**config.mk**
```make
export PLATFORM = sky130hd
export DESIGN_NAME = framed_command_phase_sequencer_top_flat
export DESIGN_NICKNAME = d
export VERILOG_FILES = /design/src/hw/rtl/fcps_pkg.sv /design/src/hw/rtl/fcps_if.sv /design/src/hw/rtl/fcps_core.sv /design/src/hw/rtl/fcps_res_queue.sv /design/src/hw/rtl/framed_command_phase_sequencer_top.sv /design/src/flat_wrapper.sv
export VERILOG_INCLUDE_DIRS = /design/src /design/src/hw/rtl
export SDC_FILE = /design/constraint.sdc
export NUM_CORES = 1
export LEC_CHECK = 0
export BUFFER_PORTS_ARGS = -buffer_cell sky130_fd_sc_hd__buf_2
export CAP_MARGIN = 25
export CORE_UTILIZATION = 30
export DETAILED_ROUTE_END_ITERATION = 12
export PLACE_DENSITY = 0.44
export SYNTH_ARGS = -nofsm -noshare
export SYNTH_HDL_FRONTEND = slang
export SYNTH_HIERARCHICAL = 1
export SYNTH_SLANG_ARGS = --single-unit
```
**constraint.sdc**
```tcl
create_clock -name clk_i -period 21.5 [get_ports clk_i]
set_input_delay 2.15 -clock clk_i [delete_from_list [all_inputs] [get_ports clk_i]]
set_output_delay 2.15 -clock clk_i [all_outputs]
set_load 0.05 [all_outputs]
```
**src/hw/rtl/assert_macros.svh**
```systemverilog
// Assertion macros for the RTL, included by the top level.
`ifndef ASSERT_MACROS_SVH
`define ASSERT_MACROS_SVH
`ifndef SYNTH
`define ASSERT_IMPLIES(label, clk, rst_n, ante, cons) \
  label: assert property (@(posedge clk) disable iff (!rst_n) (ante) |-> (cons)) \
    else $error("assertion failed: same-cycle implication");
`define ASSERT_NEXT(label, clk, rst_n, ante, cons) \
  label: assert property (@(posedge clk) disable iff (!rst_n) (ante) |=> (cons)) \
    else $error("assertion failed: next-cycle implication");
`else
`define ASSERT_IMPLIES(label, clk, rst_n, ante, cons)
`define ASSERT_NEXT(label, clk, rst_n, ante, cons)
`endif
`endif

```
**src/hw/rtl/fcps_pkg.sv**
```systemverilog
// Package: types, codes, constants and phase table of the command phase sequencer.
`timescale 1ns / 1ps
package fcps_pkg;

  localparam int unsigned TextDepth = 6;
  localparam int unsigned LenW      = 3;
  localparam int unsigned PosW      = 16;
  localparam int unsigned AccW      = PosW + 4;

  localparam logic [LenW-1:0] LenOver = LenW'(7);
  localparam logic [PosW-1:0] PosMax  = '1;

  localparam logic [7:0] ChOpen  = 8'h3C;
  localparam logic [7:0] ChClose = 8'h3E;
  localparam logic [7:0] ChZero  = 8'h30;
  localparam logic [7:0] ChNine  = 8'h39;
  localparam logic [7:0] ChOne   = 8'h31;
  localparam logic [7:0] ChFive  = 8'h35;

  localparam logic [39:0] WordStart = "START";
  localparam logic [39:0] WordReady = "LISTO";
  localparam logic [39:0] WordReset = "RESET";
  localparam logic [31:0] WordBack  = "BACK";
  localparam logic [39:0] WordFase  = "FASE_";

  localparam logic [5:0] LimitLong  = 6'd50;
  localparam logic [5:0] LimitPiece = 6'd3;

  typedef enum logic [2:0] {
    PH_0 = 3'd0,
    PH_1 = 3'd1,
    PH_2 = 3'd2,
    PH_3 = 3'd3,
    PH_4 = 3'd4,
    PH_5 = 3'd5
  } phase_e;

  typedef enum logic [3:0] {
    CMD_NONE  = 4'd0,
    CMD_START = 4'd1,
    CMD_READY = 4'd2,
    CMD_RESET = 4'd3,
    CMD_BACK  = 4'd4,
    CMD_TO1   = 4'd5,
    CMD_TO2   = 4'd6,
    CMD_TO3   = 4'd7,
    CMD_TO4   = 4'd8,
    CMD_TO5   = 4'd9
  } cmd_e;

  typedef enum logic [2:0] {
    MOVE_NONE   = 3'd0,
    MOVE_CAMERA = 3'd1,
    MOVE_DRUM   = 3'd2,
    MOVE_PIECE  = 3'd3,
    MOVE_TABLE  = 3'd4
  } move_e;

  typedef struct packed {
    logic [2:0]      phase;
    logic [3:0]      command;
    logic            command_valid;
    logic            position_update;
    logic [PosW-1:0] position;
    logic [2:0]      move_kind;
    logic [5:0]      move_limit;
    logic            last_result;
  } res_t;

  // Up to two results handed from the core to the result queue together, in the same cycle.
  typedef struct packed {
    logic [1:0] count;
    res_t       first;
    res_t       second;
  } push_t;

  typedef struct packed {
    logic       go;
    logic [2:0] phase;
  } step_t;

  function automatic step_t next_phase(input logic [2:0] p, input logic [3:0] c);
    step_t s;
    logic  to_one;
    to_one  = (c == CMD_BACK) || (c == CMD_RESET) || (c == CMD_TO1);
    s.go    = 1'b1;
    s.phase = PH_1;
    unique case (p)
      PH_0: begin
        s.go = to_one || (c == CMD_READY);
      end
      PH_1: begin
        priority if (c == CMD_TO2)   s.phase = PH_2;
        else if (c == CMD_TO3)       s.phase = PH_3;
        else if (c == CMD_TO4)       s.phase = PH_4;
        else if (c == CMD_TO5)       s.phase = PH_5;
        else if (c == CMD_START)     s.phase = PH_0;
        else                         s.go    = 1'b0;
      end
      PH_2, PH_4: begin
        priority if (to_one)         s.phase = PH_1;
        else if (c == CMD_TO3)       s.phase = PH_3;
        else if (c == CMD_TO5)       s.phase = PH_5;
        else if (c == CMD_START)     s.phase = PH_0;
        else                         s.go    = 1'b0;
      end
      PH_3: begin
        priority if (to_one)         s.phase = PH_1;
        else if (c == CMD_TO4)       s.phase = PH_4;
        else if (c == CMD_TO5)       s.phase = PH_5;
        else if (c == CMD_START)     s.phase = PH_0;
        else                         s.go    = 1'b0;
      end
      PH_5: begin
        priority if (to_one)         s.phase = PH_1;
        else if (c == CMD_START)     s.phase = PH_0;
        else                         s.go    = 1'b0;
      end
      default: begin
        s.go = 1'b0;
      end
    endcase
    return s;
  endfunction

endpackage

```
**src/hw/rtl/fcps_if.sv**
```systemverilog
// Interfaces: received byte channel and result channel.
`timescale 1ns / 1ps
interface fcps_rx_if;
  logic       valid;
  logic       ready;
  logic [7:0] rx_byte;

  modport source (output valid, output rx_byte, input ready);
  modport sink   (input valid, input rx_byte, output ready);
endinterface

interface fcps_res_if;
  import fcps_pkg::*;
  logic            valid;
  logic            ready;
  logic [2:0]      phase;
  logic [3:0]      command;
  logic            command_valid;
  logic            position_update;
  logic [PosW-1:0] position;
  logic [2:0]      move_kind;
  logic [5:0]      move_limit;
  logic            last_result;

  modport source (output valid, output phase, output command, output command_valid,
                  output position_update, output position, output move_kind,
                  output move_limit, output last_result, input ready);
  modport sink   (input valid, input phase, input command, input command_valid,
                  input position_update, input position, input move_kind,
                  input move_limit, input last_result, output ready);
endinterface

```
**src/hw/rtl/fcps_core.sv**
```systemverilog
// Core: byte input register, message state and single-pass message handling.
`timescale 1ns / 1ps
module fcps_core (
  input  logic            clk_i,
  input  logic            rst_ni,
  fcps_rx_if.sink         rx_i,
  input  logic [1:0]      free_i,
  output fcps_pkg::push_t push_o
);
  import fcps_pkg::*;

  logic            byte_vld_q;
  logic [7:0]      byte_q;
  logic [7:0]      text_q [TextDepth];
  logic            receiving_q, receiving_d;
  logic [LenW-1:0] len_q, len_d;
  logic            digits_q, digits_d;
  logic [PosW-1:0] acc_q, acc_d;
  logic [2:0]      phase_q, phase_d;
  logic [3:0]      prev_q, prev_d;
  logic [PosW-1:0] pos_q, pos_d;
  logic [2:0]      move_q, move_d;
  logic [5:0]      limit_q, limit_d;

  logic            text_we;
  logic [AccW-1:0] acc_sum;
  logic [3:0]      cmd;
  logic [3:0]      new_prev;
  logic [7:0]      fase_off;
  logic [39:0]     text5;
  logic [31:0]     text4;
  step_t           nx;
  logic [1:0]      n_res;
  res_t            r0, r1;
  logic            fire;

  assign text5 = {text_q[0], text_q[1], text_q[2], text_q[3], text_q[4]};
  assign text4 = {text_q[0], text_q[1], text_q[2], text_q[3]};
  assign fase_off = text_q[5] - ChOne;

  always_comb begin
    priority if (len_q == LenW'(5) && text5 == WordStart)  cmd = CMD_START;
    else if (len_q == LenW'(5) && text5 == WordReady)      cmd = CMD_READY;
    else if (len_q == LenW'(5) && text5 == WordReset)      cmd = CMD_RESET;
    else if (len_q == LenW'(4) && text4 == WordBack)       cmd = CMD_BACK;
    else if (len_q == LenW'(6) && text5 == WordFase &&
             text_q[5] >= ChOne && text_q[5] <= ChFive)    cmd = CMD_TO1 + fase_off[3:0];
    else                                                   cmd = CMD_NONE;
  end

  assign new_prev = (cmd != CMD_NONE) ? cmd : prev_q;
  assign nx       = next_phase(phase_q, new_prev);
  assign acc_sum  = (AccW'(acc_q) << 3) + (AccW'(acc_q) << 1) + AccW'(byte_q - ChZero);

  always_comb begin
    receiving_d = receiving_q;
    len_d       = len_q;
    digits_d    = digits_q;
    acc_d       = acc_q;
    phase_d     = phase_q;
    prev_d      = prev_q;
    pos_d       = pos_q;
    move_d      = move_q;
    limit_d     = limit_q;
    text_we     = 1'b0;
    n_res       = 2'd0;
    r0          = '0;
    r1          = '0;
    if (!receiving_q) begin
      if (byte_q == ChOpen) begin
        receiving_d = 1'b1;
        len_d       = '0;
        digits_d    = 1'b1;
        acc_d       = '0;
      end
    end else if (byte_q != ChClose) begin
      text_we = (len_q < LenW'(TextDepth));
      if (len_q < LenOver) begin
        len_d = len_q + LenW'(1);
      end
      if (byte_q >= ChZero && byte_q <= ChNine) begin
        acc_d = (acc_sum > AccW'(PosMax)) ? PosMax : acc_sum[PosW-1:0];
      end else begin
        digits_d = 1'b0;
      end
    end else begin
      receiving_d = 1'b0;
      len_d       = '0;
      digits_d    = 1'b1;
      acc_d       = '0;
      n_res       = 2'd1;
      if ((phase_q == PH_2 || phase_q == PH_4) && digits_q) begin
        pos_d              = acc_q;
        r0.phase           = phase_q;
        r0.command         = prev_q;
        r0.command_valid   = 1'b0;
        r0.position_update = 1'b1;
        r0.position        = acc_q;
        r0.move_kind       = move_q;
        r0.move_limit      = limit_q;
        r0.last_result     = 1'b1;
      end else begin
        prev_d = new_prev;
        if (nx.go) begin
          phase_d = nx.phase;
          unique case (nx.phase)
            PH_2: begin
              move_d  = MOVE_CAMERA;
              limit_d = LimitLong;
            end
            PH_3: begin
              move_d  = MOVE_DRUM;
              limit_d = LimitLong;
            end
            PH_4: begin
              move_d  = MOVE_TABLE;
              limit_d = LimitLong;
              n_res   = 2'd2;
            end
            default: ;
          endcase
        end
        r0.phase           = phase_d;
        r0.command         = new_prev;
        r0.command_valid   = (cmd != CMD_NONE);
        r0.position_update = 1'b0;
        r0.position        = pos_q;
        r0.move_kind       = move_d;
        r0.move_limit      = limit_d;
        r0.last_result     = 1'b1;
        r1                 = r0;
        if (n_res == 2'd2) begin
          r0.move_kind   = MOVE_PIECE;
          r0.move_limit  = LimitPiece;
          r0.last_result = 1'b0;
        end
      end
    end
  end

  assign fire       = byte_vld_q && (n_res <= free_i);
  assign rx_i.ready = !byte_vld_q || fire;

  assign push_o.count  = fire ? n_res : 2'd0;
  assign push_o.first  = r0;
  assign push_o.second = r1;

  always_ff @(posedge clk_i or negedge rst_ni) begin
    if (!rst_ni) begin
      byte_vld_q  <= 1'b0;
      receiving_q <= 1'b0;
      len_q       <= '0;
      digits_q    <= 1'b1;
      acc_q       <= '0;
      phase_q     <= PH_0;
      prev_q      <= CMD_NONE;
      pos_q       <= '0;
      move_q      <= MOVE_NONE;
      limit_q     <= '0;
    end else begin
      if (rx_i.ready) begin
        byte_vld_q <= rx_i.valid;
      end
      if (fire) begin
        receiving_q <= receiving_d;
        len_q       <= len_d;
        digits_q    <= digits_d;
        acc_q       <= acc_d;
        phase_q     <= phase_d;
        prev_q      <= prev_d;
        pos_q       <= pos_d;
        move_q      <= move_d;
        limit_q     <= limit_d;
      end
    end
  end

  always_ff @(posedge clk_i) begin
    if (rx_i.valid && rx_i.ready) begin
      byte_q <= rx_i.rx_byte;
    end
    if (fire && text_we) begin
      text_q[len_q] <= byte_q;
    end
  end

endmodule

```
**src/hw/rtl/fcps_res_queue.sv**
```systemverilog
// Two-entry result queue between the core and the result channel.
`timescale 1ns / 1ps
module fcps_res_queue (
  input  logic            clk_i,
  input  logic            rst_ni,
  input  fcps_pkg::push_t push_i,
  output logic [1:0]      free_o,
  fcps_res_if.source      res_o
);
  import fcps_pkg::*;

  res_t       entry_q [2];
  logic       wr_q, rd_q;
  logic [1:0] cnt_q, cnt_d;
  logic       pop;
  res_t       head;

  assign head   = entry_q[rd_q];
  assign pop    = res_o.valid && res_o.ready;
  assign free_o = 2'd2 - cnt_q;
  assign cnt_d  = cnt_q + push_i.count - {1'b0, pop};

  assign res_o.valid           = (cnt_q != 2'd0);
  assign res_o.phase           = head.phase;
  assign res_o.command         = head.command;
  assign res_o.command_valid   = head.command_valid;
  assign res_o.position_update = head.position_update;
  assign res_o.position        = head.position;
  assign res_o.move_kind       = head.move_kind;
  assign res_o.move_limit      = head.move_limit;
  assign res_o.last_result     = head.last_result;

  always_ff @(posedge clk_i or negedge rst_ni) begin
    if (!rst_ni) begin
      wr_q  <= 1'b0;
      rd_q  <= 1'b0;
      cnt_q <= 2'd0;
    end else begin
      cnt_q <= cnt_d;
      wr_q  <= wr_q ^ push_i.count[0];
      if (pop) begin
        rd_q <= !rd_q;
      end
    end
  end

  always_ff @(posedge clk_i) begin
    if (push_i.count != 2'd0) begin
      entry_q[wr_q] <= push_i.first;
    end
    if (push_i.count == 2'd2) begin
      entry_q[!wr_q] <= push_i.second;
    end
  end

endmodule

```
**src/hw/rtl/framed_command_phase_sequencer_top.sv**
```systemverilog
// Top level: framed command phase sequencer.
`timescale 1ns / 1ps
`include "assert_macros.svh"
// Takes one received byte per transfer and may take a new byte every cycle while the
// queue has room for all results of the byte it holds. A byte is registered in the input
// register, handled from there, and its results land in a two-entry queue, from whose
// registers the first result of a closing '>' is offered on the result channel. Most
// bytes give no result; a message that enters phase 4 gives two. The queue sets the
// sustained rate: one result per cycle leaves the block while the result channel is
// ready, and a byte waits in the input register until the queue has room for all of its results.
module framed_command_phase_sequencer_top (
  input  logic       clk_i,
  input  logic       rst_ni,
  fcps_rx_if.sink    rx_i,
  fcps_res_if.source res_o
);
  import fcps_pkg::*;

  push_t      push;
  logic [1:0] free;

  fcps_core u_core (
    .clk_i  (clk_i),
    .rst_ni (rst_ni),
    .rx_i   (rx_i),
    .free_i (free),
    .push_o (push)
  );

  fcps_res_queue u_queue (
    .clk_i  (clk_i),
    .rst_ni (rst_ni),
    .push_i (push),
    .free_o (free),
    .res_o  (res_o)
  );

  `ASSERT_IMPLIES(a_no_overflow, clk_i, rst_ni, push.count != 2'd0, push.count <= free)
  `ASSERT_IMPLIES(a_pair_marks, clk_i, rst_ni, push.count == 2'd2, !push.first.last_result && push.second.last_result)
  `ASSERT_IMPLIES(a_single_last, clk_i, rst_ni, push.count == 2'd1, push.first.last_result)
  `ASSERT_NEXT(a_pair_lands, clk_i, rst_ni, push.count == 2'd2, res_o.valid)

endmodule

```
**src/flat_wrapper.sv**
```systemverilog
// flat-port wrapper written by rule: the top's interface ports become plain ports
module framed_command_phase_sequencer_top_flat import fcps_pkg::*;
  (clk_i, rst_ni, rx_i_valid, rx_i_rx_byte, rx_i_ready, res_o_valid, res_o_phase, res_o_command, res_o_command_valid, res_o_position_update, res_o_position, res_o_move_kind, res_o_move_limit, res_o_last_result, res_o_ready);
  fcps_rx_if rx_i_i ();
  fcps_res_if res_o_i ();
  input  logic clk_i;
  input  logic rst_ni;
  input wire logic [$bits(rx_i_i.valid)-1:0] rx_i_valid;
  input wire logic [$bits(rx_i_i.rx_byte)-1:0] rx_i_rx_byte;
  output wire logic [$bits(rx_i_i.ready)-1:0] rx_i_ready;
  output wire logic [$bits(res_o_i.valid)-1:0] res_o_valid;
  output wire logic [$bits(res_o_i.phase)-1:0] res_o_phase;
  output wire logic [$bits(res_o_i.command)-1:0] res_o_command;
  output wire logic [$bits(res_o_i.command_valid)-1:0] res_o_command_valid;
  output wire logic [$bits(res_o_i.position_update)-1:0] res_o_position_update;
  output wire logic [$bits(res_o_i.position)-1:0] res_o_position;
  output wire logic [$bits(res_o_i.move_kind)-1:0] res_o_move_kind;
  output wire logic [$bits(res_o_i.move_limit)-1:0] res_o_move_limit;
  output wire logic [$bits(res_o_i.last_result)-1:0] res_o_last_result;
  input wire logic [$bits(res_o_i.ready)-1:0] res_o_ready;
  assign rx_i_i.valid = rx_i_valid;
  assign rx_i_i.rx_byte = rx_i_rx_byte;
  assign rx_i_ready = rx_i_i.ready;
  assign res_o_valid = res_o_i.valid;
  assign res_o_phase = res_o_i.phase;
  assign res_o_command = res_o_i.command;
  assign res_o_command_valid = res_o_i.command_valid;
  assign res_o_position_update = res_o_i.position_update;
  assign res_o_position = res_o_i.position;
  assign res_o_move_kind = res_o_i.move_kind;
  assign res_o_move_limit = res_o_i.move_limit;
  assign res_o_last_result = res_o_i.last_result;
  assign res_o_i.ready = res_o_ready;
  framed_command_phase_sequencer_top u_core (.clk_i(clk_i), .rst_ni(rst_ni), .rx_i(rx_i_i), .res_o(res_o_i));
endmodule
```
=== Word-level counts from Yosys, hierarchy flattened ===
Memories as Yosys holds them, arrays and structs flattened.
Index checks and enable logic that the tools add are counted.

* Register bits after elaboration: 66
* Bits in writable memories: 118
* Input bits: 12
* Output and inout port bits: 37
* Word-level logic and storage cells: 172
* Memories: 2

{| class="wikitable"
|+ Memory list
! memory !! depth !! bits a word !! rd ports !! clocked after Yosys merged registers in !! write ports !! RTL line !! source
|-
| u_core.u_queue.entry_q || 2 || 35 || 1 || 0 || 2 || fcps_res_queue.sv:12 || <nowiki>res_t entry_q [2];</nowiki>
|-
| u_core.u_core.text_q || 6 || 8 || 6 || 0 || 1 || fcps_core.sv:14 || <nowiki>logic [7:0] text_q [TextDepth];</nowiki>
|}

* Add/sub/neg operators: 9
* Order comparisons: 8
* Equal/unequal tests: 32
* Multiplexer cells: 71
* Bitwise gates (word level): 3
* Reductions and logical operators: 33

{| class="wikitable"
|+ Operators by type and width
! cell !! number
|-
| $mux 35 || 6
|-
| $eq 40x39->1 const B || 4
|-
| $mux 16 || 5
|-
| $mux 3 || 14
|-
| $eq 32x31->1 const B || 1
|-
| $mux 1 || 25
|-
| $mux 4 || 6
|-
| $add 19x17->20 || 1
|-
| $add 20x20->20 || 1
|-
| $gt 20x16->1 const B || 1
|-
| $eq 3x3->1 const B || 6
|-
| $mux 2 || 9
|-
| $eq 4x3->1 const B || 4
|-
| $ge 8x6->1 const B || 2
|-
| $le 8x6->1 const B || 2
|-
| $logic_and 1x1->1 || 13
|-
| $eq 3x2->1 const B || 4
|-
| $mux 6 || 2
|-
| $pmux 3 s4 || 1
|-
| $mux 10 || 1
|-
| $pmux 3 s3 || 1
|-
| $reduce_and 3->1 || 3
|-
| $sub 8x6->9 const B || 1
|-
| $eq 4x2->1 const B || 2
|-
| 27 further kinds || 41
|}

=== Depth between registers and ports, before layout ===
Gate-level depths: netlist of the first run.
An unclocked memory read counts as a cell.

* Depth after elaboration: 34
* Depth in mapped cells: 24
* Mapped depth without buffers: 20

=== Cells and area by module ===
The synthesis of the first run kept the hierarchy.

{| class="wikitable"
|+ Modules (own cells, without submodules)
! module !! instances !! cells each !! area each (sq um) !! seq. area each (sq um)
|-
| fcps_core || 1 || 660 || 6812.8 || 3034.2
|-
| fcps_res_queue || 1 || 211 || 3631.0 || 2202.1
|}

=== Worst setup path after synthesis of the first run ===
No wires, ideal clock.

* Path type: register to register
* From: register u_core.u_core.len_q[1]
* To: memory u_core/u_queue/entry_q[0][0] in the netlist's numbering, enable pin
* Setup time: 476 ps
* Arrival: 6995 ps
* Required time: 21024 ps
* Setup slack: 14030 ps
* Cell stages (with the launch flop): 20
* Buffers on the path: 1
* Clock period less this slack: 7470 ps
* Path through: dfrtp_1 > inv_1 > ha_1 > nand3b_4 > or4_1 > or4_4 > a2111oi_4 > a211oi_2 > a211o_4 > a2111oi_4 > nand3_2 > nor2_1 > ha_1 > nor2b_1 > o21ai_0 > and2_1 > clkbuf_1 > and2_1 > inv_1 > o21ai_0

{| class="wikitable"
|+ RTL lines
! element !! RTL line !! source
|-
| start, declared || fcps_core.sv:16 || <nowiki>logic [LenW-1:0] len_q, len_d;</nowiki>
|-
| start signal, assigned || fcps_core.sv:166 || <nowiki>len_q <= len_d;</nowiki>
|-
| end, declared || fcps_res_queue.sv:12 ||
|}

=== Worst setup path after layout of the first run ===
* From: register u_core.u_core.len_q[1]
* To: output rx_i_ready

* Word-level cells in the longest chain between the ends: 30
* Elaborated cells on any way between the ends: 61
* Classes of those cells: order compare: 1; eq/ne: 13; mux: 34; reduce/logical: 13

{| class="wikitable"
|+ RTL lines
! element !! RTL line !! source
|-
| $eq 3x3->1 || fcps_core.sv:46 || <nowiki>else if (len_q == LenW'(6) && text5 == WordFase &&</nowiki>
|-
| $logic_and 1x1->1 (2 in series) || fcps_core.sv:46 ||
|-
| $logic_and 1x1->1 || fcps_core.sv:47 || <nowiki>text_q[5] >= ChOne && text_q[5] <= ChFive) cmd = CMD_TO1 + fase_off[3:0];</nowiki>
|-
| $mux 4 || fcps_core.sv:46 ||
|-
| $mux 4 || fcps_core.sv:45 || <nowiki>else if (len_q == LenW'(4) && text4 == WordBack) cmd = CMD_BACK;</nowiki>
|-
| $mux 4 || fcps_core.sv:44 || <nowiki>else if (len_q == LenW'(5) && text5 == WordReset) cmd = CMD_RESET;</nowiki>
|-
| $mux 4 || fcps_core.sv:43 || <nowiki>else if (len_q == LenW'(5) && text5 == WordReady) cmd = CMD_READY;</nowiki>
|-
| $mux 4 (*) || fcps_core.sv:42 || <nowiki>priority if (len_q == LenW'(5) && text5 == WordStart) cmd = CMD_START;</nowiki>
|-
| [13 not listed] || - ||
|-
| $mux 2 (*) || fcps_core.sv:76 || <nowiki>end else if (byte_q != ChClose) begin</nowiki>
|-
| $mux 2 (*) || fcps_core.sv:69 || <nowiki>if (!receiving_q) begin</nowiki>
|-
| $mux 2 (*) || fcps_core.sv:92 || <nowiki>if ((phase_q == PH_2 || phase_q == PH_4) && digits_q) begin</nowiki>
|-
| $mux 2 (*) || fcps_core.sv:76 ||
|-
| $mux 2 (*) || fcps_core.sv:69 ||
|-
| $le 2x2->1 (*) || fcps_core.sv:141 || <nowiki>assign fire = byte_vld_q && (n_res <= free_i);</nowiki>
|-
| $logic_and 1x1->1 (*) || fcps_core.sv:141 ||
|-
| $logic_or 1x1->1 (*) || fcps_core.sv:142 || <nowiki>assign rx_i.ready = !byte_vld_q || fire;</nowiki>
|-
| end, declared || flat_wrapper.sv:10 || <nowiki>output wire logic [$bits(rx_i_i.ready)-1:0] rx_i_ready;</nowiki>
|}

Every way passes the cells marked *; elsewhere a longest branch is shown, timed or not. The select of a mux whose other input is x is not followed.

==> results of run 1 <==
[worst max-delay path by stage]
stage / to / startpoint / depth (start not counted) / slack [ps]
2_1_floorplan: u_core/u_queue/entry_q[0][0]$_DFFE_PP_ / u_core/u_core/len_q[1]$_DFFE_PN0P_ / 19 / 14030
3_3_place_gp: u_core/u_queue/entry_q[1][21]$_DFFE_PP_ / u_core/u_core/len_q[1]$_DFFE_PN0P_ / 20 / 14650
3_5_place_dp: u_core/u_queue/entry_q[1][25]$_DFFE_PP_ / u_core/u_core/len_q[1]$_DFFE_PN0P_ / 20 / 14530
4_1_cts: rx_i_ready / u_core/u_core/len_q[1]$_DFFE_PN0P_ / 17 / 14130
5_1_grt: rx_i_ready / u_core/u_core/len_q[1]$_DFFE_PN0P_ / 17 / 13920
6_report: rx_i_ready / u_core/u_core/len_q[1]$_DFFE_PN0P_ / 17 / 14230
[power breakdown]
part | switching [µW] | internal (µW) | leakage [µW] | total, µW
registers | 42.9 | 400 | 0.00195 | 443
logic | 236 | 110 | 0.00262 | 346
clock network | 154 | 169 | 0.000292 | 323
total | 433 | 679 | 0.00486 | 1110
[tightest hold or removal path, stage by stage (launching register included)]
cell and delay, ps:
dfrtp_1 340, nand2_1 40, o21ai_0 60
[cell type report]
| type | instances | area, µm² |
|---|---|---|
| well taps | 448 | 560.5 |
| repair buffers | 58 | 329.1 |
| fillers | 3398 | 22100 |
| clock inverters | 13 | 155.1 |
| multi-input cells | 608 | 4881 |
| flip-flops and latches | 184 | 5238 |
| clock buffers | 19 | 442.9 |
| inverters | 42 | 157.7 |
[placed cells by master, fill, tap and decap left out, types with 3 or more instances in the layout]
cell type / Yosys / final
edfxtp_1: 126 / 126
mux2_2: 113 / 113
nand2_1: 58 / 57
dfrtp_1: 57 / 56
buf_2: 5 / 49
nor2_1: 50 / 49
inv_1: 41 / 41
a21oi_1: 39 / 39
ha_1: 33 / 33
o21ai_0: 32 / 30
a21o_1: 28 / 28
and3_1: 22 / 22
clkbuf_16: 0 / 17
a32oi_1: 16 / 16
fa_1: 15 / 15
nand3_1: 13 / 13
and2_1: 13 / 13
nor3_1: 13 / 12
xnor2_1: 11 / 11
nand4_1: 10 / 10
nor2b_1: 9 / 9
nand2b_1: 8 / 8
a211oi_1: 8 / 8
xor2_1: 8 / 8
buf_4: 5 / 7
o21a_1: 7 / 7
nor3b_1: 6 / 6
or3_1: 6 / 6
nor4_1: 5 / 5
or2_1: 5 / 5
a31oi_1: 5 / 5
inv_6: 0 / 4
clkinv_4: 0 / 4
nand3_2: 4 / 4
nor4bb_1: 4 / 4
or4_1: 3 / 3
a22oi_1: 3 / 3
[kinds of logic (layout without fill, tap and decap cells)]
kind of cell             Yosys count  count (layout)
other                              1               1
flip-flops                       184             184
buffers and inverters             79             132
XOR/XNOR                          19              19
AO/OA/AOI/OAI                    173             173
AND/OR/NAND/NOR                  250             250
adder cells (fa/ha/maj)           48              48
multiplexers                     117             117
[flip-flops by register name, indices dropped and copies added (netlist names)]
| register | cells |
|---|---|
| u_core/u_core/receiving_q | 1 |
| u_core/u_core/len_q | 3 |
| u_core/u_core/byte_q | 8 |
| u_core/u_queue/entry_q | 70 |
| u_core/u_queue/rd_q | 1 |
| u_core/u_core/acc_q | 16 |
| u_core/u_core/text_q | 48 |
| u_core/u_core/byte_vld_q | 1 |
| u_core/u_core/limit_q | 6 |
| u_core/u_core/digits_q | 1 |
| u_core/u_queue/wr_q | 1 |
| u_core/u_core/phase_q | 3 |
| u_core/u_core/move_q | 3 |
| u_core/u_core/prev_q | 4 |
| u_core/u_queue/cnt_q | 2 |
| u_core/u_core/pos_q | 16 |
[metal layers]
layer	routed length, µm	track usage (%)	vias to the layer above
li1	-	-	3335
met1	12060	20.14	3428
met2	12830	26.15	97
met3	698	2.868	20
met4	313	4.249	0
met5	0	0	-
[through the flow]
step,setup slack (ps),hold WS [ps],area (µm²)
after CTS,14130,480.8,11740
final,14230,479.4,11760
after detailed placement,14530,462.2,11150
after floorplan,14030,441.8,10440
after global routing,13920,505.0,11760
after global placement,14650,459.9,11120
==> results.json, run 1 <==
{
  "syn_inst": 871,
  "place_inst": 1339,
  "cts.clk_slew.worst_paths_ps": 70,
  "fin_crit_ps": 7269,
  "synth-compound-area-share_pct": 11.87,
  "antennaDiodeCount": 0,
  "synth_top_area_share_pct": 36.23,
  "final-hold-violation-count": 0,
  "ir_drop_mv": 0.06153,
  "report.final.setup_viol": 0,
  "setup_tns_ps": 0,
  "area_growth_pct": 12.64,
  "grt_pass1_vias": 7192,
  "synthTopCellsByArea": "edfxtp_1 36%, dfrtp_1 14%, mux2_2 12%, ha_1 4.0%, fa_1 2.9%",
  "grt_max_degree": 59,
  "drv_cap": 0,
  "cts.sink_count": 184,
  "cts_setup_buffers": 0,
  "crit_required_ps": 19350,
  "vias_per_cell": 5.015,
  "critical_path.max_fanout": 9,
  "rows": 67,
  "post_cts_resized": 0,
  "yosysTopAreaCell": "edfxtp_1",
  "async_flop_share_pct": 31.52,
  "grt_pass1_wl_um": 42200,
  "p_leak_uw": 0.004855,
  "yosysMostFrequentCell": "edfxtp_1",
  "port_buffers": 48,
  "drc": 0,
  "cp_top_family": "simple AND/OR/NAND/NOR gates",
  "r2r-start": "u_core/u_core/len_q[1]$_DFFE_PN0P_",
  "coreArea_mm2": 0.03387,
  "power_uw": 1111,
  "synth_nets": 931,
  "ctsHoldBuffers": 0,
  "ant_nets": 0,
  "wl_um": 25900,
  "antenna_found_initial": 0,
  "yosysSeqAreaShare_pct": 50.14,
  "muxShareOfSynthArea_pct": 12.64,
  "die_h_um": 188.6,
  "synth_common_cells": "126 x edfxtp_1, 113 x mux2_2, 58 x nand2_1, 57 x dfrtp_1, 50 x nor2_1",
  "pin_count": 49,
  "finClkSkew_ps": 14.13,
  "synth_seq_cells": 184,
  "synth_xor_area_share_pct": 1.593,
  "die-area_mm2": 0.03556,
  "start_kind": "register",
  "cp.arrival_ps": 5120,
  "avgSynthCellArea_um2": 11.99,
  "yosys.area_share.simple_pct": 13.53,
  "hold_depth": 2,
  "chipWidth_um": 188.6,
  "wl_per_cell_um": 18.88,
  "r2r_slack_ps": 14570,
  "synth_cell_types": 85,
  "worstMarginPinSlew_ps": 967.3,
  "hpwl_um": 17610,
  "hold-path-endpoint": "u_core/u_core/pos_q[15]$_DFFE_PN0P_",
  "grtUsageTotal_pct": 15.46,
  "synthFlopType": "edfxtp_1",
  "ff2ff_path_depth": 20,
  "path_class": "register to primary output",
  "cp-end-kind": "primary output",
  "crit_slowest_cell": "or4_1",
  "worstSkewPairLatency_ps": 450,
  "cts_root_buf": "clkbuf_16",
  "hold_path.class": "register to register",
  "synth_fa_ha_area_share_pct": 6.829,
  "rsz0062_at_grt": "no",
  "vias": 6880,
  "path_buf_inv": 3,
  "cts_buffers": 17,
  "overflow": 0,
  "routabilityCongestion": 0.8291,
  "period_share_pct": 33.81,
  "yosys_warnings": 6,
  "start_util_pct": 30.84,
  "synth_area_mm2": 0.01044,
  "slew_headroom_pct": 35.51,
  "crit_chain": "inv_1, ha_1, nand3b_4, or4_1, or4_4, a2111oi_4, a211oi_2, a211o_4, a2111oi_4, nand3_2, nor2_1, ha_1, nor2b_1, o21ai_0, inv_1, nand2_1, buf_2",
  "slew_viol_final": 0,
  "ctsLongestPathBuffers": 2,
  "status": "completed",
  "hp-start": "u_core/u_core/pos_q[15]$_DFFE_PN0P_",
  "h-tree-depth": 4,
  "cpPeakStageDelay_ps": 490,
  "power.density_mw_per_mm2": 94.48,
  "cts_tree": "built",
  "fmax_mhz": 137.6,
  "final_nets": 971,
  "synth_top_family_by_area": "simple AND/OR/NAND/NOR gates",
  "timing.rr.end": "u_core/u_queue/entry_q[1][19]$_DFFE_PP_",
  "finalNonFillerCells": 1372,
  "drive_gt1_share_pct": 25.87,
  "utilization_pct": 34.73,
  "synth_edf_count": 126,
  "drt-initial-drc-count": 377,
  "dr.pass1.iters": 5
}
Power figures use the tool's default switching activity.
==> run 2: changes to the inputs <==
--- a/config.mk
+++ b/config.mk
@@ -10,7 +10,7 @@
 export CAP_MARGIN = 25
 export CORE_UTILIZATION = 30
 export DETAILED_ROUTE_END_ITERATION = 12
-export PLACE_DENSITY = 0.44
+export PLACE_DENSITY = 0.45
 export SYNTH_ARGS = -nofsm -noshare
 export SYNTH_HDL_FRONTEND = slang
 export SYNTH_HIERARCHICAL = 1
==> constraint.sdc (replaced) <==
create_clock -name clk_i -period 6.5 [get_ports clk_i]
set_input_delay 0.65 -clock clk_i [delete_from_list [all_inputs] [get_ports clk_i]]
set_output_delay 0.65 -clock clk_i [all_outputs]
set_load 0.05 [all_outputs]
==> run 2 against run 1 <==
Effect of this change:
- via count is 0.33% lower
- wire length is 3.1% lower
- non-clock buffer count is 7 higher
- worst setup slack worse by 14000 ps
- core utilization is 0.30 points higher
- count of clock-buffer cells in the layout is 2 lower
- die area stayed put
- global-route usage is 0.60 points lower
- first-iteration DRC count is 1.6% higher
- register-to-register slack worse by 14000 ps
- clock skew is 3.1 ps lower
- final area is 0.87% higher
- critical path type is now register to register
==> results.json, run 2 (synthesis results as in run 1) <==
{
  "p_leak_uw": 0.004937,
  "ctsHoldBuffers": 0,
  "start_util_pct": 30.84,
  "worstSkewPairLatency_ps": 440,
  "grt_pass1_wl_um": 40620,
  "wl_um": 25100,
  "cp-end-kind": "register",
  "rows": 67,
  "report.final.setup_viol": 0,
  "hold_path.class": "primary input to asynchronous set/reset pin",
  "fmax_mhz": 165.4,
  "ant_nets": 0,
  "num-fill-cells": 3395,
  "power.density_mw_per_mm2": 310.5,
  "cts_buffers": 17,
  "r2r-start": "u_core/u_core/len_q[1]$_DFFE_PN0P_",
  "area_growth_pct": 13.62,
  "antenna_found_initial": 0,
  "cp.arrival_ps": 6240,
  "finalNonFillerCells": 1378,
  "period_share_pct": 92.99,
  "vias_per_cell": 4.976,
  "overflow": 0,
  "power_uw": 3684,
  "multiInputGateArea_mm2": 0.004892,
  "port_buffers": 48,
  "vias": 6857,
  "ctsLongestPathBuffers": 2,
  "die-area_mm2": 0.03556,
  "crit_required_ps": 6690,
  "dr.pass1.iters": 5,
  "crit_chain": "inv_1, ha_1, nand3b_4, or4_1, or4_4, a2111oi_4, a21oi_1, and2_1, a211oi_1, nand3_2, nor2_1, ha_1, nor2b_1, o21ai_0, and2_1, nand2_1, nor2_2, nor3b_4, buf_6, mux2_2",
  "antennaDiodeCount": 0,
  "timing.rr.end": "u_core/u_queue/entry_q[1][23]$_DFFE_PP_",
  "critical_path.max_fanout": 27,
  "cts_root_buf": "clkbuf_16",
  "crit_slowest_cell": "or4_1",
  "cts.sink_count": 184,
  "grt_pass1_vias": 7064,
  "drv_cap": 0,
  "h-tree-depth": 4,
  "path_class": "register to register",
  "wl_per_cell_um": 18.22,
  "coreArea_mm2": 0.03387,
  "hpwl_um": 17430,
  "status": "completed",
  "place_inst": 1347,
  "chipWidth_um": 188.6,
  "slew_viol_final": 0,
  "final_cell_mix": "126 x edfxtp_1, 113 x mux2_2, 57 x nand2_1",
  "cts.clk_slew.worst_paths_ps": 70,
  "grtUsageTotal_pct": 14.86,
  "drive_gt1_share_pct": 26.45,
  "drc": 0,
  "grt_max_degree": 59,
  "largest_reg_flops": 70,
  "slew_headroom_pct": 29.37,
  "mostFrequentLayoutCell": "edfxtp_1",
  "r2r_slack_ps": 460,
  "pin_count": 49,
  "finClkSkew_ps": 10.98,
  "setup_tns_ps": 0,
  "ff2ff_path_depth": 20,
  "drt-initial-drc-count": 383,
  "ir_drop_mv": 0.3083,
  "final_nets": 978,
  "seq_area_mm2": 0.005238,
  "cts_tree": "built",
  "rsz0062_at_grt": "no",
  "routabilityCongestion": 0.8013,
  "start_kind": "register",
  "worstMarginPinSlew_ps": 1059,
  "cp-startpoint": "u_core/u_core/len_q[1]$_DFFE_PN0P_",
  "top_regs": "u_core/u_queue/entry_q x70, u_core/u_core/text_q x48",
  "die_h_um": 188.6,
  "fin_crit_ps": 6044,
  "whs_ps": 385.7,
  "regMostFlops": "u_core/u_queue/entry_q",
  "final-hold-violation-count": 0,
  "cpPeakStageDelay_ps": 490
}
-- run 2: changes by cell type in the layout (fill, tap and decap cells not counted), sizes merged --
cell      before  now
clkinv         6    4
inv           48   47
clkbuf        19   17
bufinv         1    3
buf           58   65
clkinvlp       0    2
-- run 2: stage by stage --
| stage | worst slack, ps | area, µm² | utilization (%) |
|---|---|---|---|
| 6_report | 455.5 | 11870 | 35.04 |
| 5_1_grt | 55.37 | 11870 | 35.04 |
| 4_1_cts | 338.8 | 11850 | 34.99 |
| 3_5_place_dp | 371.3 | 11250 | 33.23 |
| 3_3_place_gp | 556.7 | 11250 | 33.23 |
| 2_1_floorplan | 487.7 | 10450 | - |
-- run 2: area by class of cell --
type	instances	area share [%]
clock buffer	17	3.585
multi-input combinational	608	41.23
clock inverter	14	1.445
tap	448	4.724
inverter	42	1.329
timing repair buffer	65	3.553
sequential	184	44.14
-- run 2: what timing repair did --
action	CTS	global route
setup endpoints to repair	0	36
hold endpoints to repair	0	0
resized for setup	0	3
buffers inserted	0	0
-- run 2: worst max-delay path by stage --
stage / end / slack [ps] / depth (start not counted)
after global placement: u_core/u_queue/entry_q[0][24]$_DFFE_PP_ / 560 / 20
after floorplan: u_core/u_queue/entry_q[1][0]$_DFFE_PP_ / 490 / 21
after detailed placement: u_core/u_queue/entry_q[1][5]$_DFFE_PP_ / 370 / 20
after global routing: u_core/u_queue/entry_q[1][19]$_DFFE_PP_ / 60 / 20
final: u_core/u_queue/entry_q[1][23]$_DFFE_PP_ / 460 / 20
after CTS: u_core/u_queue/entry_q[1][5]$_DFFE_PP_ / 340 / 20
-- run 2: worst max-delay path: cells and delay by family, from the launching register on --
family	cells	cell delay [ps]
adder cells (fa/ha/maj)	2	480
buffers and inverters	2	480
AND/OR/NAND/NOR	11	2690
flip-flops	1	450
multiplexers	1	380
AO/OA/AOI/OAI	4	1270
-- run 2: per-layer routing --
layer | track usage (%) | part of all wire, % | vias up
met2 | 25.01 | 50 | 95
met3 | 2.384 | 2.5 | 17
met5 | 0 | 0 | -
li1 | - | - | 3352
met1 | 19.50 | 46 | 3393
met4 | 4.560 | 1.2 | 0
-- run 2: power by group --
group / switching, µW / internal, µW / total (µW)
Combinational: 788 / 371 / 1160
Sequential: 136 / 1320 / 1460
Clock: 460 / 606 / 1070
==> run 3: changes to the inputs <==
--- a/config.mk
+++ b/config.mk
@@ -8,9 +8,10 @@
 export LEC_CHECK = 0
 export BUFFER_PORTS_ARGS = -buffer_cell sky130_fd_sc_hd__buf_2
 export CAP_MARGIN = 25
-export CORE_UTILIZATION = 30
+export CORE_UTILIZATION = 50
 export DETAILED_ROUTE_END_ITERATION = 12
-export PLACE_DENSITY = 0.45
+export PLACE_DENSITY = 0.69
+export SKIP_LAST_GASP = 1
 export SYNTH_ARGS = -nofsm -noshare
 export SYNTH_HDL_FRONTEND = slang
 export SYNTH_HIERARCHICAL = 1
==> run 3 against run 2 <==
Effect of this change:
- core utilization grew 22 points
- clock power fell by 8%
- power is 2.7% lower
- flip-flop and latch count did not move
- die area decreased by 40%
- count of clock-buffer cells in the layout increased by 3
- via count rose by 3.7%
- worst setup slack worse by 2.4 ps
- non-clock buffer count is the same
- fmax about the same
- critical endpoint is now u_core/u_queue/entry_q[1][13]$_DFFE_PP_
- highest routed layer unchanged
==> results.json, run 3 (synthesis results as in run 1) <==
{
  "status": "completed",
  "p_int_uw": 2210,
  "start_util_pct": 51.28,
  "area_growth_pct": 10.87,
  "drive_gt1_share_pct": 25.99,
  "num-fill-cells": 1659,
  "report.final.setup_viol": 0,
  "drt-initial-drc-count": 555,
  "critical_path.max_fanout": 27,
  "routabilityCongestion": 0.9043,
  "hpwl_um": 15640,
  "die_h_um": 146.5,
  "slew_headroom_pct": 42.06,
  "ff2ff_path_depth": 20,
  "grt_max_degree": 59,
  "drv_cap": 0,
  "cts_buffers": 17,
  "regMostFlops": "u_core/u_queue/entry_q",
  "seq_area_mm2": 0.005236,
  "grt_pass1_vias": 7021,
  "power_switching_uw": 1373,
  "setup_tns_ps": 0,
  "power.density_mw_per_mm2": 309.5,
  "pin_count": 49,
  "fin_crit_ps": 6047,
  "final_cell_mix": "126 x edfxtp_1, 113 x mux2_2, 58 x nand2_1",
  "grt_pass1_wl_um": 37420,
  "wl_per_cell_um": 18.87,
  "finClkSkew_ps": 11.39,
  "post_cts_resized": 0,
  "ctsHoldBuffers": 0,
  "switching_share_pct": 38.32,
  "ir_drop_mv": 0.1907,
  "period_share_pct": 93.03,
  "antenna_found_initial": 0,
  "antennaDiodeCount": 0,
  "coreArea_mm2": 0.02036,
  "overflow": 0,
  "finalNonFillerCells": 1201,
  "rsz0062_at_grt": "no",
  "slew_viol_final": 0,
  "p_leak_uw": 0.004883,
  "cp.arrival_ps": 6230,
  "top_regs": "u_core/u_queue/entry_q x70, u_core/u_core/text_q x48",
  "crit_required_ps": 6680,
  "path_class": "register to register",
  "fmax_mhz": 165.4,
  "final-hold-violation-count": 0,
  "multiInputGateArea_mm2": 0.004876,
  "worstMarginPinSlew_ps": 867.0,
  "place_inst": 1168,
  "start_kind": "register",
  "mostFrequentLayoutCell": "edfxtp_1",
  "grtUsageTotal_pct": 22.14,
  "vias_per_cell": 5.921,
  "h-tree-depth": 4,
  "largest_reg_flops": 70,
  "pwr-share-comb_pct": 33.1,
  "die-area_mm2": 0.02147,
  "chipWidth_um": 146.5,
  "final_nets": 978,
  "ctsLongestPathBuffers": 2,
  "cts.sink_count": 184,
  "worstSkewPairLatency_ps": 430,
  "rows": 52,
  "hold_path.class": "primary input to asynchronous set/reset pin",
  "seq_power_share_pct": 39.6,
  "cts_setup_buffers": 0,
  "dr.pass1.iters": 5,
  "vias": 7111,
  "cts.clk_slew.worst_paths_ps": 70,
  "wl_um": 22660,
  "port_buffers": 48,
  "drc": 0,
  "cp-end-kind": "register",
  "p_clk_share_pct": 27.3,
  "ant_nets": 0,
  "cts_root_buf": "clkbuf_16",
  "cts_tree": "built"
}
run 3: changes by cell type in the layout (fill, tap and decap cells not counted), sizes merged:
cell	before	now
clkbuf	17	20
inv	47	48
clkinvlp	2	1
bufinv	3	0
clkinv	4	5
run 3: worst max-delay path, cell delays in order, from the launching register on:
cell and delay, ps:
dfrtp_1 440, inv_1 150, ha_1 240, nand3b_4 90, or4_1 470, or4_4 440, a2111oi_4 420, a211oi_2 100
a211o_4 400, a2111oi_4 310, nand3_2 260, nor2_1 170, ha_1 240, nor2b_1 130, o21ai_0 200, and2_1 210
nand2_1 90, nor2_1 370, nor3b_4 280, buf_4 380, mux2_2 380
run 3: worst paths after layout:
path                                                         start                                      end  slack, ps
worst max-delay path            u_core/u_core/len_q[1]$_DFFE_PN0P_  u_core/u_queue/entry_q[1][13]$_DFFE_PP_        450
worst min-delay path                                        rst_ni      u_core/u_core/pos_q[10]$_DFFE_PN0P_        380
worst max register to register  u_core/u_core/len_q[1]$_DFFE_PN0P_  u_core/u_queue/entry_q[1][13]$_DFFE_PP_        450
worst min register to register  u_core/u_core/pos_q[5]$_DFFE_PN0P_       u_core/u_core/pos_q[5]$_DFFE_PN0P_        480
max in group asynchronous                                   rst_ni       u_core/u_core/len_q[2]$_DFFE_PN0P_       5600
min in group clk_i                                 rx_i_rx_byte[6]        u_core/u_core/byte_q[6]$_DFFE_PP_        400
run 3: routing by layer:
metal	vias to the layer above	routed length (µm)	global-route usage, %
met5	-	0	0
met4	0	300	5.885
met3	23	720	3.281
met2	158	11290	37.24
met1	3574	10350	29.94
li1	3356	-	-
run 3: power by group through the flow:
stage                     Sequential, µW  Combinational, µW  Clock [µW]
final                               1420               1180         980
after CTS                           1420               1190         999
after floorplan                     1400                948           0
after detailed placement            1440               1180           0
after global placement              1440               1180           0
after global routing                1430               1270        1040
run 3: per-stage QoR:
stage          worst slack, ps  hold WS [ps]  util, %  total power [µW]  area (µm²)
2_1_floorplan            487.7         354.4        -              2343       10450
3_3_place_gp             703.8         458.2    54.04              2616       11010
3_5_place_dp             496.6         463.1    54.04              2626       11010
4_1_cts                  464.2         381.2    56.78              3605       11560
5_1_grt                  42.30         381.3    56.86              3742       11580
6_report                 453.1         378.6    56.86              3583       11580
run 3: layout make-up:
class	count	share of cell area (%)
Clock buffer	20	3.858
Clock inverter	12	0.9617
Inverter	42	1.362
Multi-Input combinational cell	608	42.11
Sequential cell	184	45.22
Tap cell	270	2.918
Timing Repair Buffer	65	3.566
